$ cat src/hw/rtl/tsra_pkg.sv
// ----------------------------------------------------------------------------
// tsra_pkg
// Shared types and constants of the tagged stack region allocator.
// ----------------------------------------------------------------------------
package tsra_pkg;

  localparam int unsigned CfgAddrW = 3;
  localparam int unsigned CfgDataW = 32;

  typedef enum logic {
    REG_POOL_BASE = 1'b0,
    REG_POOL_SIZE = 1'b1
  } reg_idx_e;

  typedef enum logic [2:0] {
    CMD_PUSH      = 3'd0,
    CMD_POP       = 3'd1,
    CMD_FIND_T    = 3'd2,
    CMD_FIND_TP   = 3'd3,
    CMD_FIND_NEXT = 3'd4
  } cmd_e;

  typedef enum logic [2:0] {
    ST_OK        = 3'd0,
    ST_NOT_FOUND = 3'd1,
    ST_FULL      = 3'd2,
    ST_NO_ROOM   = 3'd3,
    ST_EMPTY     = 3'd4
  } status_e;

  typedef enum logic [2:0] {
    S_IDLE,
    S_MUL,
    S_PUSH,
    S_POP,
    S_POP_WB,
    S_SCAN,
    S_DONE
  } state_e;

  typedef struct packed {
    logic [31:0] address;
    logic [7:0]  part_type;
    logic [7:0]  part_purpose;
    logic [31:0] bytes;
  } entry_t;

endpackage

$ cat src/hw/rtl/tsra_cmd_if.sv
// ----------------------------------------------------------------------------
// tsra_cmd_if
// Command channel of the allocator: valid/ready plus request payload.
// ----------------------------------------------------------------------------
interface tsra_cmd_if;
  logic              valid;
  logic              ready;
  logic [2:0]        command;
  logic [7:0]        part_type;
  logic [7:0]        part_purpose;
  logic [15:0]       unit_size;
  logic [15:0]       unit_count;
  logic signed [5:0] start_after;

  modport source (
    output valid, command, part_type, part_purpose, unit_size, unit_count, start_after,
    input  ready
  );

  modport sink (
    input  valid, command, part_type, part_purpose, unit_size, unit_count, start_after,
    output ready
  );
endinterface

$ cat src/hw/rtl/tsra_rsp_if.sv
// ----------------------------------------------------------------------------
// tsra_rsp_if
// Response channel of the allocator: valid/ready plus result payload.
// ----------------------------------------------------------------------------
interface tsra_rsp_if;
  logic              valid;
  logic              ready;
  logic [2:0]        status;
  logic signed [5:0] found_index;
  logic [31:0]       part_address;
  logic [31:0]       free_bytes;
  logic [5:0]        part_total;

  modport source (
    output valid, status, found_index, part_address, free_bytes, part_total,
    input  ready
  );

  modport sink (
    input  valid, status, found_index, part_address, free_bytes, part_total,
    output ready
  );
endinterface

$ cat src/hw/rtl/tagged_stack_region_allocator.sv
// ----------------------------------------------------------------------------
// tagged_stack_region_allocator
// LIFO arena allocator with a descriptor table, sequenced around one table
// read port, one 16x16 multiplier and 32-bit adders and comparators.
// ----------------------------------------------------------------------------
// channel   dir   handshake              payload
// in_i      in    valid/ready            command, tags, unit size/count, start
// out_o     out   valid/ready            status, index, address, free, total
// apb       in    psel/penable/pwrite    pool_base (0x0), pool_size (0x4)
//
// Push: accept, multiply, commit, result. Pop: accept, read, write-back,
// result (no write-back when empty). Unknown command: accept, result.
// Find: accept, scan of up to MAX_PARTS descriptors, result, with one table
// read per cycle through the registered read port.
// A new command is taken while the previous result waits on out_o; the
// sequencer stalls in its result state until the output register frees.
// Reset empties the table and loads base/size of 0; a register write restarts.
// ----------------------------------------------------------------------------
module tagged_stack_region_allocator
  import tsra_pkg::*;
#(
  parameter int unsigned MAX_PARTS = 32
) (
  input  logic                clk_i,
  input  logic                rst_ni,
  tsra_cmd_if.sink            in_i,
  tsra_rsp_if.source          out_o,
  input  logic                psel,
  input  logic                penable,
  input  logic                pwrite,
  input  logic [CfgAddrW-1:0] paddr,
  input  logic [CfgDataW-1:0] pwdata,
  output logic [CfgDataW-1:0] prdata,
  output logic                pready
);

  localparam int unsigned IdxW = (MAX_PARTS > 1) ? $clog2(MAX_PARTS) : 1;
  localparam int unsigned CntW = $clog2(MAX_PARTS + 1);
  localparam int unsigned PtrW = (CntW > 6) ? CntW : 6;

  state_e state_q, state_d;

  logic [31:0]     pool_base_q, pool_size_q;
  logic [CntW-1:0] count_q, count_d;
  logic [31:0]     nfa_q, nfa_d;
  logic [31:0]     rem_q, rem_d;

  logic [2:0]        cmd_q, cmd_d;
  logic [7:0]        type_q, type_d;
  logic [7:0]        purpose_q, purpose_d;
  logic [15:0]       usize_q, usize_d;
  logic [15:0]       ucount_q, ucount_d;
  logic signed [5:0] sa_q, sa_d;
  logic [31:0]       bytes_q, bytes_d;

  logic [PtrW-1:0] ptr_q, ptr_d;
  logic [PtrW-1:0] rd_idx_q, rd_idx_d;
  logic            rd_vld_q, rd_vld_d;

  status_e     res_status_q, res_status_d;
  logic [5:0]  res_idx_q, res_idx_d;
  logic [31:0] res_addr_q, res_addr_d;

  logic        out_valid_q, out_valid_d;
  status_e     out_status_q;
  logic [5:0]  out_idx_q;
  logic [31:0] out_addr_q, out_free_q;
  logic [5:0]  out_total_q;

  entry_t          mem [MAX_PARTS];
  entry_t          mem_rdata_q;
  entry_t          mem_wdata;
  logic            mem_we;
  logic [IdxW-1:0] mem_waddr;
  logic [IdxW-1:0] rd_addr;

  logic            cfg_we;
  logic            accept;
  logic            out_free;
  logic            is_full;
  logic            in_range;
  logic            hit;
  logic [CntW-1:0] cnt_m1;
  logic [PtrW-1:0] cnt_ext;
  logic [PtrW-1:0] first_ptr;

  assign pready   = 1'b1;
  assign cfg_we   = psel && penable && pwrite;
  assign prdata   = (paddr[2] == REG_POOL_SIZE) ? pool_size_q : pool_base_q;

  assign in_i.ready = (state_q == S_IDLE);
  assign accept     = in_i.valid && in_i.ready;
  assign out_free   = !out_valid_q || out_o.ready;

  assign is_full  = (count_q == CntW'(MAX_PARTS));
  assign cnt_m1   = count_q - 1'b1;
  assign cnt_ext  = PtrW'(count_q);
  assign in_range = (ptr_q < cnt_ext);
  assign hit      = rd_vld_q && (mem_rdata_q.part_type == type_q) &&
                    ((cmd_q != CMD_FIND_TP) || (mem_rdata_q.part_purpose == purpose_q));
  assign first_ptr = (in_i.command == CMD_FIND_NEXT && !in_i.start_after[5]) ?
                     PtrW'(in_i.start_after[4:0]) + 1'b1 : '0;

  assign rd_addr   = (state_q == S_POP) ? cnt_m1[IdxW-1:0] : ptr_q[IdxW-1:0];
  assign mem_waddr = count_q[IdxW-1:0];
  assign mem_wdata = '{address: nfa_q, part_type: type_q, part_purpose: purpose_q,
                       bytes: bytes_q};

  // next state
  always_comb begin
    state_d = state_q;
    unique case (state_q)
      S_IDLE: begin
        if (accept) begin
          unique case (in_i.command)
            CMD_PUSH:                               state_d = S_MUL;
            CMD_POP:                                state_d = S_POP;
            CMD_FIND_T, CMD_FIND_TP, CMD_FIND_NEXT: state_d = S_SCAN;
            default:                                state_d = S_DONE;
          endcase
        end
      end
      S_MUL:    state_d = S_PUSH;
      S_PUSH:   state_d = S_DONE;
      S_POP:    state_d = (count_q == '0) ? S_DONE : S_POP_WB;
      S_POP_WB: state_d = S_DONE;
      S_SCAN:   state_d = (hit || !in_range) ? S_DONE : S_SCAN;
      S_DONE:   state_d = out_free ? S_IDLE : S_DONE;
      default:  state_d = S_IDLE;
    endcase
  end

  // datapath
  always_comb begin
    count_d      = count_q;
    nfa_d        = nfa_q;
    rem_d        = rem_q;
    cmd_d        = cmd_q;
    type_d       = type_q;
    purpose_d    = purpose_q;
    usize_d      = usize_q;
    ucount_d     = ucount_q;
    sa_d         = sa_q;
    bytes_d      = bytes_q;
    ptr_d        = ptr_q;
    rd_idx_d     = rd_idx_q;
    rd_vld_d     = 1'b0;
    res_status_d = res_status_q;
    res_idx_d    = res_idx_q;
    res_addr_d   = res_addr_q;
    out_valid_d  = out_valid_q && !out_o.ready;
    mem_we       = 1'b0;

    unique case (state_q)
      S_IDLE: begin
        if (accept) begin
          cmd_d        = in_i.command;
          type_d       = in_i.part_type;
          purpose_d    = in_i.part_purpose;
          usize_d      = in_i.unit_size;
          ucount_d     = in_i.unit_count;
          sa_d         = in_i.start_after;
          ptr_d        = first_ptr;
          res_status_d = ST_NOT_FOUND;
          res_idx_d    = '1;
          res_addr_d   = '0;
        end
      end
      S_MUL: begin
        bytes_d = usize_q * ucount_q;
      end
      S_PUSH: begin
        if (is_full) begin
          res_status_d = ST_FULL;
        end else if (bytes_q > rem_q) begin
          res_status_d = ST_NO_ROOM;
        end else begin
          mem_we       = 1'b1;
          count_d      = count_q + 1'b1;
          rem_d        = rem_q - bytes_q;
          nfa_d        = nfa_q + bytes_q;
          res_status_d = ST_OK;
          res_idx_d    = cnt_ext[5:0];
          res_addr_d   = nfa_q;
        end
      end
      S_POP: begin
        if (count_q == '0) begin
          res_status_d = ST_EMPTY;
        end
      end
      S_POP_WB: begin
        count_d      = cnt_m1;
        rem_d        = rem_q + mem_rdata_q.bytes;
        nfa_d        = mem_rdata_q.address;
        res_status_d = ST_OK;
        res_idx_d    = 6'(cnt_m1);
        res_addr_d   = mem_rdata_q.address;
      end
      S_SCAN: begin
        if (hit) begin
          res_status_d = ST_OK;
          res_idx_d    = rd_idx_q[5:0];
          res_addr_d   = mem_rdata_q.address;
        end else if (in_range) begin
          rd_vld_d = 1'b1;
          rd_idx_d = ptr_q;
          ptr_d    = ptr_q + 1'b1;
        end else begin
          res_status_d = ST_NOT_FOUND;
          res_addr_d   = '0;
          res_idx_d    = (cmd_q == CMD_FIND_NEXT) ? sa_q : '1;
        end
      end
      S_DONE: begin
        if (out_free) begin
          out_valid_d = 1'b1;
        end
      end
      default: ;
    endcase

    if (cfg_we) begin
      count_d = '0;
      nfa_d   = (paddr[2] == REG_POOL_BASE) ? pwdata : pool_base_q;
      rem_d   = (paddr[2] == REG_POOL_SIZE) ? pwdata : pool_size_q;
    end
  end

  always_ff @(posedge clk_i or negedge rst_ni) begin
    if (!rst_ni) begin
      state_q     <= S_IDLE;
      pool_base_q <= '0;
      pool_size_q <= '0;
      count_q     <= '0;
      nfa_q       <= '0;
      rem_q       <= '0;
      rd_vld_q    <= 1'b0;
      out_valid_q <= 1'b0;
    end else begin
      state_q     <= state_d;
      count_q     <= count_d;
      nfa_q       <= nfa_d;
      rem_q       <= rem_d;
      rd_vld_q    <= rd_vld_d;
      out_valid_q <= out_valid_d;
      if (cfg_we && paddr[2] == REG_POOL_BASE) begin
        pool_base_q <= pwdata;
      end
      if (cfg_we && paddr[2] == REG_POOL_SIZE) begin
        pool_size_q <= pwdata;
      end
    end
  end

  always_ff @(posedge clk_i) begin
    cmd_q        <= cmd_d;
    type_q       <= type_d;
    purpose_q    <= purpose_d;
    usize_q      <= usize_d;
    ucount_q     <= ucount_d;
    sa_q         <= sa_d;
    bytes_q      <= bytes_d;
    ptr_q        <= ptr_d;
    rd_idx_q     <= rd_idx_d;
    res_status_q <= res_status_d;
    res_idx_q    <= res_idx_d;
    res_addr_q   <= res_addr_d;
    if (state_q == S_DONE && out_free) begin
      out_status_q <= res_status_q;
      out_idx_q    <= res_idx_q;
      out_addr_q   <= res_addr_q;
      out_free_q   <= rem_q;
      out_total_q  <= cnt_ext[5:0];
    end
  end

  // descriptor table
  always_ff @(posedge clk_i) begin
    if (mem_we) begin
      mem[mem_waddr] <= mem_wdata;
    end
    mem_rdata_q <= mem[rd_addr];
  end

  assign out_o.valid        = out_valid_q;
  assign out_o.status       = out_status_q;
  assign out_o.found_index  = out_idx_q;
  assign out_o.part_address = out_addr_q;
  assign out_o.free_bytes   = out_free_q;
  assign out_o.part_total   = out_total_q;

`ifndef SYNTHESIS
  a_count_bound: assert property (@(posedge clk_i) disable iff (!rst_ni)
    count_q <= CntW'(MAX_PARTS))
    else $error("part count above table depth");

  a_scan_ends: assert property (@(posedge clk_i) disable iff (!rst_ni)
    (state_q == S_SCAN && !in_range) |=> (state_q != S_SCAN))
    else $error("scan continued past last descriptor");

  a_cfg_restart: assert property (@(posedge clk_i) disable iff (!rst_ni)
    cfg_we |=> (count_q == '0))
    else $error("register write did not empty the table");
`endif

endmodule
$ cat src/flat_wrapper.sv
// flat-port wrapper written by rule: the top's interface ports become plain ports
module tagged_stack_region_allocator_flat import tsra_pkg::*;
#(
  parameter int unsigned MAX_PARTS = 32
)
  (clk_i, rst_ni, psel, penable, pwrite, paddr, pwdata, prdata, pready, in_i_valid, in_i_command, in_i_part_type, in_i_part_purpose, in_i_unit_size, in_i_unit_count, in_i_start_after, in_i_ready, out_o_valid, out_o_status, out_o_found_index, out_o_part_address, out_o_free_bytes, out_o_part_total, out_o_ready);
  tsra_cmd_if in_i_i ();
  tsra_rsp_if out_o_i ();
  input  logic clk_i;
  input  logic rst_ni;
  input  logic psel;
  input  logic penable;
  input  logic pwrite;
  input  logic [CfgAddrW-1:0] paddr;
  input  logic [CfgDataW-1:0] pwdata;
  output logic [CfgDataW-1:0] prdata;
  output logic pready;
  input wire logic [$bits(in_i_i.valid)-1:0] in_i_valid;
  input wire logic [$bits(in_i_i.command)-1:0] in_i_command;
  input wire logic [$bits(in_i_i.part_type)-1:0] in_i_part_type;
  input wire logic [$bits(in_i_i.part_purpose)-1:0] in_i_part_purpose;
  input wire logic [$bits(in_i_i.unit_size)-1:0] in_i_unit_size;
  input wire logic [$bits(in_i_i.unit_count)-1:0] in_i_unit_count;
  input wire logic [$bits(in_i_i.start_after)-1:0] in_i_start_after;
  output wire logic [$bits(in_i_i.ready)-1:0] in_i_ready;
  output wire logic [$bits(out_o_i.valid)-1:0] out_o_valid;
  output wire logic [$bits(out_o_i.status)-1:0] out_o_status;
  output wire logic [$bits(out_o_i.found_index)-1:0] out_o_found_index;
  output wire logic [$bits(out_o_i.part_address)-1:0] out_o_part_address;
  output wire logic [$bits(out_o_i.free_bytes)-1:0] out_o_free_bytes;
  output wire logic [$bits(out_o_i.part_total)-1:0] out_o_part_total;
  input wire logic [$bits(out_o_i.ready)-1:0] out_o_ready;
  assign in_i_i.valid = in_i_valid;
  assign in_i_i.command = in_i_command;
  assign in_i_i.part_type = in_i_part_type;
  assign in_i_i.part_purpose = in_i_part_purpose;
  assign in_i_i.unit_size = in_i_unit_size;
  assign in_i_i.unit_count = in_i_unit_count;
  assign in_i_i.start_after = in_i_start_after;
  assign in_i_ready = in_i_i.ready;
  assign out_o_valid = out_o_i.valid;
  assign out_o_status = out_o_i.status;
  assign out_o_found_index = out_o_i.found_index;
  assign out_o_part_address = out_o_i.part_address;
  assign out_o_free_bytes = out_o_i.free_bytes;
  assign out_o_part_total = out_o_i.part_total;
  assign out_o_i.ready = out_o_ready;
  tagged_stack_region_allocator #(.MAX_PARTS(MAX_PARTS)) u_core (.clk_i(clk_i), .rst_ni(rst_ni), .in_i(in_i_i), .out_o(out_o_i), .psel(psel), .penable(penable), .pwrite(pwrite), .paddr(paddr), .pwdata(pwdata), .prdata(prdata), .pready(pready));
endmodule
$ cat config.mk
export PLATFORM = sky130hd
export DESIGN_NAME = tagged_stack_region_allocator_flat
export DESIGN_NICKNAME = d
export VERILOG_FILES = /design/src/hw/rtl/tsra_pkg.sv /design/src/hw/rtl/tsra_cmd_if.sv /design/src/hw/rtl/tsra_rsp_if.sv /design/src/hw/rtl/tagged_stack_region_allocator.sv /design/src/flat_wrapper.sv
export SDC_FILE = /design/constraint.sdc
export NUM_CORES = 2
export LEC_CHECK = 0
export ABC_CLOCK_PERIOD_IN_PS = 15700
export BUFFER_PORTS_ARGS = -buffer_cell sky130_fd_sc_hd__buf_2
export CELL_PAD_IN_SITES_DETAIL_PLACEMENT = 0
export CELL_PAD_IN_SITES_GLOBAL_PLACEMENT = 1
export CORE_MARGIN = 10
export CORE_UTILIZATION = 55
export CTS_CLUSTER_DIAMETER = 100
export DETAILED_ROUTE_END_ITERATION = 8
export PLACE_DENSITY = 0.83
export SETUP_SLACK_MARGIN = 0.1
export SLEW_MARGIN = 40
export SYNTH_ARGS = -nofsm -noshare
export SYNTH_HDL_FRONTEND = slang
export SYNTH_SLANG_ARGS = --single-unit
$ cat constraint.sdc
create_clock -name clk_i -period 15.7 [get_ports clk_i]
set_input_delay 3.14 -clock clk_i [delete_from_list [all_inputs] [get_ports clk_i]]
set_output_delay 3.14 -clock clk_i [all_outputs]
set_load 0.01 [all_outputs]
==> impl_metrics.py <==
metrics = {
    "floorplanning": {
        "die_area_um2": 254100,
        "fp.dieH_um": 504.0,
        "initial_core_util_pct": 55.31,
        "num_rows": 177,
        "dieWidth_um": 504.0,
        "ios": 213,
        "core_um2": 233000,
    },
    "clock_tree": {
        "numCtsBuffers": 316,
        "cts_buffer_depth": 4,
        "cts_sinks": 3000,
        "cts-resized-gates": 0,
        "htreeDepth": 5,
        "post_cts_buffers": 0,
        "clk_latency_ns": 0.97,
        "cts.reportedPaths.clkPinSlew_ns": 0.06,
        "tritoncts": "yes",
        "ctsHoldBuffers": 0,
        "cts_root_buf": "clkbuf_16",
    },
    "timing": {
        "fin_skew_ns": 0.07829,
        "timing.setup.tns_ns": 0,
        "maxSlewHeadroom_pct": 34.71,
        "rsz0062_at_grt": "false",
        "clock.fmax_mhz": 121.2,
        "tightest_slew_ns": 0.9691,
        "drv_slew": 0,
        "finalHoldViolations": 0,
        "min_period_ns": 8.250,
        "hold_ws_ns": 0.4173,
        "fin_crit_sh_pct": 52.55,
        "setup_violations": 0,
    },
    "power": {
        "clkPwrFrac_pct": 26.2,
        "p_comb_share_pct": 35.8,
        "intPower_w": 0.01874,
        "total_power_w": 0.02853,
        "p_leak_nw": 49.79,
        "power_density_nw_per_um2": 196.5,
        "p_sw_share_pct": 34.31,
        "p_seq_share_pct": 38.0,
        "power.switching_w": 0.009789,
        "vdd_drop_max_v": 0.0005021,
    },
    "logic_synthesis": {
        "synthTopCellsByArea": "edfxtp_1 65%, mux4_2 11%, fa_1 3.1%",
        "synth-main-ff-cell": "edfxtp_1",
        "avgSynthCellArea_um2": 17.93,
        "syn_inst": 7189,
        "yosysSeqAreaShare_pct": 68.75,
        "synthesis.nets": 7694,
        "synth_top_area_share_pct": 64.81,
        "yosysUniqueCellTypes": 89,
        "async_reset_ff_share_pct": 4.633,
        "syn_area_um2": 128900,
        "synth_warnings": 0,
        "yosysTopAreaCell": "edfxtp_1",
        "synth_edf_count": 2781,
        "synth_seq_cells": 3000,
    },
    "detailed_routing": {
        "wl_met3_um": 34180,
        "dr.first_iter.drc_count": 9059,
        "dr_wl_met2_um": 159200,
        "dr.pass1.iters": 8,
        "highest_layer": "met5",
        "vias": 70029,
        "drc_errors": 0,
        "via_per_inst": 6.407,
        "routedWlPerCell_um": 30.88,
        "wl_met1_um": 128000,
        "totalWireLength_um": 337500,
        "drtAntennaViolNets": 0,
    },
    "global_routing": {
        "grt_usage_pct": 26.21,
        "grt_pass1_wl_um": 492000,
        "antenna_found_initial": 10,
        "grt_pass1_vias": 70766,
        "grt_max_degree": 114,
        "overflow": 0,
    },
    "worst_setup_path": {
        "worstPathRequired_ns": 12.56,
        "worstSetupEndpointType": "primary output",
        "crit_fanout": 62,
        "crit_path_max_incr_delay_ns": 0.69,
        "path_delay_family": "buffers and inverters",
        "worstPathArrival_ns": 5.11,
        "criticalPathCategory": "primary input to primary output",
        "slowest_stage": "buf_4",
        "crit_chain": "buf_6 -> buf_4 -> mux2_2 -> buf_2",
        "cp_num_buf_inv": 3,
        "start_kind": "primary input",
    },
    "layout": {
        "drive_gt1_share_pct": 24.31,
        "syn_to_final_growth_pct": 12.64,
        "instances_no_fill": 10930,
        "final_cell_mix": "2781 x edfxtp_1, 640 x mux4_2, 335 x nand2_1, 321 x clkbuf_16, 307 x inv_1",
        "final_common_cell": "edfxtp_1",
        "fin_util_pct": 62.31,
        "num-nets-final": 8062,
    },
    "placed_design": {
        "portBuffers": 209,
        "placed_cells": 10366,
        "gp_congestion": 0.9526,
        "dp_hpwl_um": 193600,
    },
    "status": {
        "status": "complete, no violations",
    },
    "job": {
        "maxCapViolations": 0,
    },
    "hold_path": {
        "hold_path_class": "flip-flop to flip-flop",
    },
}
metal layers:
layer / vias to the layer above / GRT usage (%)
li1: 29015 / -
met1: 36372 / 35.71
met2: 3907 / 40.85
met3: 731 / 6.125
met4: 4 / 11.32
met5: - / 0
registers in the layout, summed over array words and instances, names as in the netlist, 6 cells and up:
| signal | count |
|---|---|
| u_core.bytes_q | 32 |
| u_core.cnt_ext | 6 |
| u_core.mem | 2560 |
| u_core.mem_rdata_q | 80 |
| u_core.nfa_q | 32 |
| u_core.out_o.found_index | 6 |
| u_core.out_o.free_bytes | 32 |
| u_core.out_o.part_address | 32 |
| u_core.out_o.part_total | 6 |
| u_core.pool_base_q | 32 |
| u_core.pool_size_q | 32 |
| u_core.ptr_q | 6 |
| u_core.purpose_q | 8 |
| u_core.rd_idx_q | 6 |
| u_core.rem_q | 32 |
| u_core.res_addr_q | 32 |
| u_core.res_idx_q | 6 |
| u_core.sa_q | 6 |
| u_core.type_q | 8 |
| u_core.ucount_q | 16 |
| u_core.usize_q | 16 |
cell families (layout without fill, tap and decap cells):
family                   Yosys count  count (layout)  synth area share, %
flip-flops                      3000            3000                68.75
multiplexers                    1120            1120                15.17
AND/OR/NAND/NOR                  978             978                3.583
AO/OA/AOI/OAI                    886             886                4.388
buffers and inverters            673            1278                2.167
adder cells (fa/ha/maj)          406             406                5.090
XOR/XNOR                         125             125               0.8496
other                              1               5             0.002910
stage by stage:
stage               worst slack, ns  area [um2]
finish                        7.450      145200
CTS                           7.468      145000
global route                  7.390      145200
global placement              7.531      134100
floorplan                     4.462      128900
detailed placement            7.482      134700
worst reg2reg max path: cells and delay by family, from the launching register on:
family                   cells  cell delay [ns]
AND/OR/NAND/NOR              6             1.68
adder cells (fa/ha/maj)      7             3.32
AO/OA/AOI/OAI                3             0.81
XOR/XNOR                     1             0.11
flip-flops                   1             0.75
buffers and inverters        4             0.19
cells in the mapped netlist (51+ instances only):
cell and n:
nand2_1 337, a211oi_1 57, dfrtp_1 139, nor3_1 55, xnor2_1 74, o21ai_0 115, and2_1 141, o211ai_1 103
mux2i_1 213, mux2_2 266, xor2_1 51, mux4_2 640, buf_2 63, clkbuf_1 184, nand3_1 58, o21ai_1 96
ha_1 209, dfxtp_1 80, inv_1 307, a21oi_1 236, buf_1 71, edfxtp_1 2781, fa_1 197, a21o_1 63
nor2_1 235
power groups by stage:
stage | registers (W) | clock network [W] | logic, W
final | 0.0108 | 0.00748 | 0.0102
after global routing | 0.0109 | 0.00788 | 0.0115
after CTS | 0.0108 | 0.00756 | 0.0102
after detailed placement | 0.0110 | 0 | 0.0101
after global placement | 0.0109 | 0 | 0.00996
after floorplan | 0.0108 | 0 | 0.00743
final timing paths:
| kind | start | to | slack [ns] | cells past startpoint |
|---|---|---|---|---|
| worst max-delay path | paddr[2] | prdata[15] | 7.45 | 4 |
| worst min-delay path | u_core.res_status_q[0] | u_core.out_o.status[0] | 0.42 | 0 |
| worst max register to register | u_core.usize_q[6] | u_core.bytes_q[28] | 8.57 | 21 |
| worst min register to register | u_core.res_status_q[0] | u_core.out_o.status[0] | 0.42 | 0 |
| max in group asynchronous | rst_ni | u_core.pool_base_q[31] | 12.25 | 3 |
| min in group asynchronous | rst_ni | u_core.pool_size_q[7] | 2.03 | 1 |
cell type report:
class                      count  area, um2
clock inverter               136       1628
tap                         3132       3919
sequential                  3000      88620
timing repair buffer         414       3186
multi-input combinational   3516      37940
inverter                     309       1160
antenna                        4      10.01
fill                       16032      87820
clock buffer                 419       8691
Note: power is estimated with default switching activity, not from simulation.
